`config.mk`:
```
export PLATFORM = sky130hd
export DESIGN_NAME = sst_cell
export DESIGN_NICKNAME = d
export VERILOG_FILES = /design/src/hdl/sst_pkg.sv /design/src/hdl/sst_cell.sv
export SDC_FILE = /design/constraint.sdc
export NUM_CORES = 1
export LEC_CHECK = 0
export BUFFER_PORTS_ARGS = -buffer_cell sky130_fd_sc_hd__buf_2
export CORE_AREA = 3 3 84 86
export CTS_BUF_LIST = sky130_fd_sc_hd__clkbuf_8 sky130_fd_sc_hd__clkbuf_16
export DETAILED_ROUTE_END_ITERATION = 6
export DIE_AREA = 0 0 87 89
export GPL_TIMING_DRIVEN = 0
export PLACE_DENSITY = 0.82
export RECOVER_POWER = 50
export SLEW_MARGIN = 20
export SYNTH_ARGS = -nofsm -noshare
export SYNTH_HDL_FRONTEND = slang
export SYNTH_SLANG_ARGS = --single-unit
```
`constraint.sdc`:
```
create_clock -name clk -period 4.19 [get_ports clk]
set_input_delay 0.6285 -clock clk [delete_from_list [all_inputs] [get_ports clk]]
set_output_delay 0.6285 -clock clk [all_outputs]
set_load 0.01 [all_outputs]
```
`src/hdl/sst_pkg.sv`:
```
// Package for the sorted set table: sizes, command and status codes,
// the cell control struct and the order-key helper. No dependencies.
package sst_pkg;

  localparam int CAPACITY    = 256;
  localparam int VALUE_WIDTH = 32;

  localparam int IDXW = (CAPACITY > 1) ? $clog2(CAPACITY) : 1;
  localparam int CNTW = $clog2(CAPACITY + 1);
  localparam int PW   = IDXW + 1;

  localparam int ELEM_W  = 32;
  localparam int POS_W   = 8;
  localparam int COUNT_W = 9;
  localparam int POS_MAX   = 255;
  localparam int COUNT_MAX = 511;

  typedef logic [VALUE_WIDTH-1:0] key_t;

  typedef enum logic [1:0] {
    CMD_INSERT = 2'd0,
    CMD_REMOVE = 2'd1,
    CMD_LOOKUP = 2'd2,
    CMD_CLEAR  = 2'd3
  } cmd_t;

  typedef enum logic [1:0] {
    ST_DONE = 2'd0,
    ST_MISS = 2'd1,
    ST_FULL = 2'd2
  } status_t;

  // Control broadcast to every cell of the row.
  typedef struct packed {
    logic capture;  // latch compare flags against the key
    logic ins;      // open a slot at the boundary, shift larger entries up
    logic rem;      // close the gap, shift larger entries down
  } cell_ctl_t;

  // Sign-extend to 64 bits, keep VALUE_WIDTH bits, flip the sign bit so
  // that an unsigned compare gives the signed order.
  function automatic key_t make_key(input logic [ELEM_W-1:0] raw);
    logic [63:0] ext;
    key_t        k;
    ext = {{(64 - ELEM_W){raw[ELEM_W-1]}}, raw};
    k = ext[VALUE_WIDTH-1:0];
    k[VALUE_WIDTH-1] = ~k[VALUE_WIDTH-1];
    return k;
  endfunction

endpackage

```
`src/hdl/sst_cell.sv`:
```
// One compare-and-shift cell of the sorted set row: holds one entry.
// Depends on sst_pkg.
module sst_cell (
  input  logic               clk,
  input  sst_pkg::cell_ctl_t ctl,
  input  sst_pkg::key_t      key,
  input  logic               cell_valid,
  input  logic               left_lt,
  input  sst_pkg::key_t      left_entry,
  input  sst_pkg::key_t      right_entry,
  output sst_pkg::key_t      entry,
  output logic               lt,
  output logic               eq
);

  sst_pkg::key_t entry_r, entry_nxt;
  logic          lt_r, eq_r;

  always_comb begin
    entry_nxt = entry_r;
    if (ctl.ins && !lt_r) begin
      entry_nxt = left_lt ? key : left_entry;
    end else if (ctl.rem && !lt_r) begin
      entry_nxt = right_entry;
    end
  end

  // Entry payload needs no reset: slots at or past the count are never read.
  always_ff @(posedge clk) begin
    entry_r <= entry_nxt;
    if (ctl.capture) begin
      lt_r <= cell_valid && (entry_r < key);
      eq_r <= cell_valid && (entry_r == key);
    end
  end

  assign entry = entry_r;
  assign lt    = lt_r;
  assign eq    = eq_r;

endmodule

```
==> results <==
- At the end of the flow the core is filled with cells to 52.0%.
- The setup TNS is 0 ns.
- The worst setup timing slack at the placement stage is 1.85 ns.
- STA classifies the critical path startpoint as a primary input.
- In this run, post-CTS hold repair placed 0 buffers.
- The worst hold path belongs to the class primary input to register.
- Clock-pin slew was measured on the worst setup and hold paths at 0.07 ns.
- In this run the core area contains 29 standard-cell rows.
- The initial core utilization is 39.3%.
- In this run the static leakage power is 0.00170 uW.
- The fraction of layout instances using a drive strength above 1 is 27.9%.
- In the synthesized netlist, mux cells make up 12.8% of the area.
- No sink is reached through more buffers than the 2 on the longest clock path.
- The synthesized netlist occupies a cell area of 0.00249 mm2.
- From left edge to right edge, the die measures 87 um.
- The synthesis warning total is 0.
- The wire length of the first global-routing pass is 10300 um.
- For this run, the total global-route usage over all layers was measured as 17.2%.
- The setup fix buffers added after clock tree synthesis is 0.
- In the layout the commonest cells are sky130_fd_sc_hd__buf_2, sky130_fd_sc_hd__clkbuf_1, sky130_fd_sc_hd__nand2_1.
- The first routing iteration left 61 violations.
- Headroom to the max-slew limit came out at 11.5%.
- Setup violations remaining at the end of the flow were counted as 0.
- The layout overhead on the synthesized area is 32.5%.
- After layout, the worst path uses 63.8% of the clock period.
- The die span in y is 89 um.
- The floorplan step defined a core boundary enclosing 0.00635 mm2.
- Synthesis inferred 34 register bits.
- The area of placed instances is 0.00330 mm2.
- The flow ran to the end, and the final reports show no timing, DRC or antenna violations.
- The arrival time of data at the critical path endpoint is 2.58 ns.
- For this run, the top clock speed supported by timing is 374 MHz.
- The clock tree skew after final layout is 0.00496 ns.
- The global routing stage identified its most utilized layer as met2.
- For this run, the register share of the synthesized area comes to 40.9%.
- Summed over all nets, the half-perimeter wirelength after detailed placement is 5470 um.
- The CTS sink count is 34.
- 136 I/O pins were placed.
- Clock tree synthesis inserted a total of 5 buffers.
- The number of global-route vias before repair is 2236.
- The via-per-instance ratio is 4.92.
- The element type at the critical path end is a register.
- The worst path meets setup with 1.52 ns of slack.
- The summed area of non-filler cells in the final layout is 0.00330 mm2.
- The met2 demand-to-capacity share in global routing is 30.4%.
- The number of buffers added on ports is 134.
- The mean instance size in the synthesized netlist is 9.67 um2.
- The final hold violation count is 0.
- The routing usage on met3 is 4.24%.
- TritonCTS built the clock tree.
- By area, the combinational part of the netlist is dominated by adder cells.
- The routed wire length is 6640 um.
- Once detail routing completed, the nets flagged for antenna violations numbered 0.
- The completed layout was analyzed and its total power is 935 uW.
- The final net count is 534.
- Subtracting the final worst setup slack from the clock period gives 2.67 ns.
- Setup repair after global routing left no endpoint under its margin.
- The H-tree was split into 2 levels.
- The first-pass detailed-route iteration total is 4.
- STA puts the critical path data required time at 4.10 ns.
- The share of synthesized cell area in full adder, half adder and majority cells is 16.1%.
- The number of cells produced by synthesis is 258.
- The count of distinct cell types in the synthesized netlist is 27.
- The worst vdd rail ir drop is 136 uV.
- After Yosys synthesis, and, or, nand and nor cells account for 11.0% of the synthesized area.
- The via count is 2350.
- Along the worst path, the maximum fanout reaches 17.
- The count of final max-slew check failures is 0.
- The routability-driven placement congestion ratio is 0.773.
- The largest net degree at the start of global routing is 18.
- The largest total area in the synthesized netlist belongs to sky130_fd_sc_hd__edfxtp_1.
- After Yosys synthesis, XOR and XNOR cells account for 0% of the synthesized area.
- The number of nets in the synthesized netlist is 392.
- Ranked by total cell area, the synthesized netlist is headed by sky130_fd_sc_hd__edfxtp_1, sky130_fd_sc_hd__ha_1, sky130_fd_sc_hd__mux2i_1.
- The number of antenna violations at the first check in global routing is 0.
- The antenna diode count is 0.
- After detailed routing, the average wire length per cell comes to 13.9 um.
- The later pin in the worst-skew pair is clocked with a latency of 0.28 ns.
- At the pin with the least slew margin, the transition time is 1.32 ns.
- The total overflow left after global routing is 0.
- The fraction of synthesized cell area taken by the top area cell type is 40.9%.
- For this design the ratio of total power to cell area is 283 mW/mm2.
- The die covers 0.00774 mm2.
- The tree is rooted in a sky130_fd_sc_hd__clkbuf_8.
- The synthesized netlist devotes 12.2% of its cell area to compound gates.
- The count of instances resized after the clock tree is built is 0.
- Across the run, the number of max-cap violations was 0.
- The met1 global-route usage is 21.4%.
- The critical path in this run is classified as primary input to register.
- The commonest non-fill, non-tap cell in the layout is sky130_fd_sc_hd__buf_2.
- In the routed design, unresolved DRC markers number 0.
-- registers in the layout, summed over array words and instances, names as in the netlist --
signal  cells
entry      32
eq          1
lt          1
-- cell usage after synthesis --
| cell | number |
|---|---|
| sky130_fd_sc_hd__a221o_1 | 1 |
| sky130_fd_sc_hd__a21oi_2 | 1 |
| sky130_fd_sc_hd__o21ai_0 | 36 |
| sky130_fd_sc_hd__nor4_1 | 1 |
| sky130_fd_sc_hd__nor2b_1 | 1 |
| sky130_fd_sc_hd__nor3_1 | 1 |
| sky130_fd_sc_hd__a211oi_2 | 1 |
| sky130_fd_sc_hd__a22o_1 | 1 |
| sky130_fd_sc_hd__mux2i_1 | 32 |
| sky130_fd_sc_hd__nand4_1 | 4 |
| sky130_fd_sc_hd__a221oi_1 | 1 |
| sky130_fd_sc_hd__nand4b_1 | 1 |
| sky130_fd_sc_hd__and2_1 | 1 |
| sky130_fd_sc_hd__nand2b_1 | 1 |
| sky130_fd_sc_hd__nand2_1 | 41 |
| sky130_fd_sc_hd__nand3_1 | 4 |
| sky130_fd_sc_hd__ha_1 | 32 |
| sky130_fd_sc_hd__a21oi_1 | 10 |
| sky130_fd_sc_hd__buf_2 | 3 |
| sky130_fd_sc_hd__edfxtp_1 | 34 |
| sky130_fd_sc_hd__a2111o_1 | 1 |
| sky130_fd_sc_hd__inv_1 | 34 |
| sky130_fd_sc_hd__clkbuf_1 | 8 |
| sky130_fd_sc_hd__and4_1 | 1 |
| sky130_fd_sc_hd__a21o_1 | 2 |
| sky130_fd_sc_hd__nor2_1 | 4 |
| sky130_fd_sc_hd__nor4_2 | 1 |
-- power breakdown --
group | switching [uW] | internal (uW) | total (uW)
combinational | 148 | 116 | 264
sequential | 18.1 | 420 | 438
clock | 121 | 112 | 233
total | 287 | 648 | 935
-- per-layer routing --
metal  part of all wire, %  vias up
li1                      -     1200
met4                  0.72        0
met5                     0        -
met1                    42     1058
met3                   7.1        7
met2                    50       85
-- stage by stage --
stage / cells / hold WS (ns)
6_report: 478 / 0.602
5_1_grt: 478 / 0.583
4_1_cts: 478 / 0.556
3_5_place_dp: 470 / 0.765
3_3_place_gp: 469 / 0.805
2_1_floorplan: 258 / 0.741
-- worst paths after layout --
kind | start | endpoint | slack, ns | cells past startpoint
max reg2reg | lt$_DFFE_PP_ | entry[27]$_DFFE_PP_ | 1.53 | 2
min | ctl[2] | eq$_DFFE_PP_ | 0.60 | 1
max | ctl[1] | entry[27]$_DFFE_PP_ | 1.52 | 4
min reg2reg | entry[31]$_DFFE_PP_ | lt$_DFFE_PP_ | 0.80 | 3
-- area by class of cell --
| type | instances | area (um2) |
|---|---|---|
| Fill cell | 619 | 3050 |
| Multi-Input combinational cell | 179 | 1300 |
| Sequential cell | 34 | 1020 |
| Timing Repair Buffer | 135 | 632 |
| Inverter | 34 | 128 |
| Tap cell | 77 | 96.3 |
| Clock buffer | 5 | 68.8 |
| Buffer | 11 | 45.0 |
| Clock inverter | 3 | 12.5 |
-- worst max-delay path, stage by stage --
cell	delay, ns
sky130_fd_sc_hd__buf_2	0.10
sky130_fd_sc_hd__nor2_1	0.05
sky130_fd_sc_hd__nor2_1	0.98
sky130_fd_sc_hd__clkbuf_1	0.82
-- cell families after synthesis --
family,Yosys count
AOI/OAI and AO/OA,54
buffers and inverters,45
adders and majority gates,32
DFF,34
and+or+nand+nor,61
muxes,32
No activity file was read; power rests on OpenSTA's default activity.
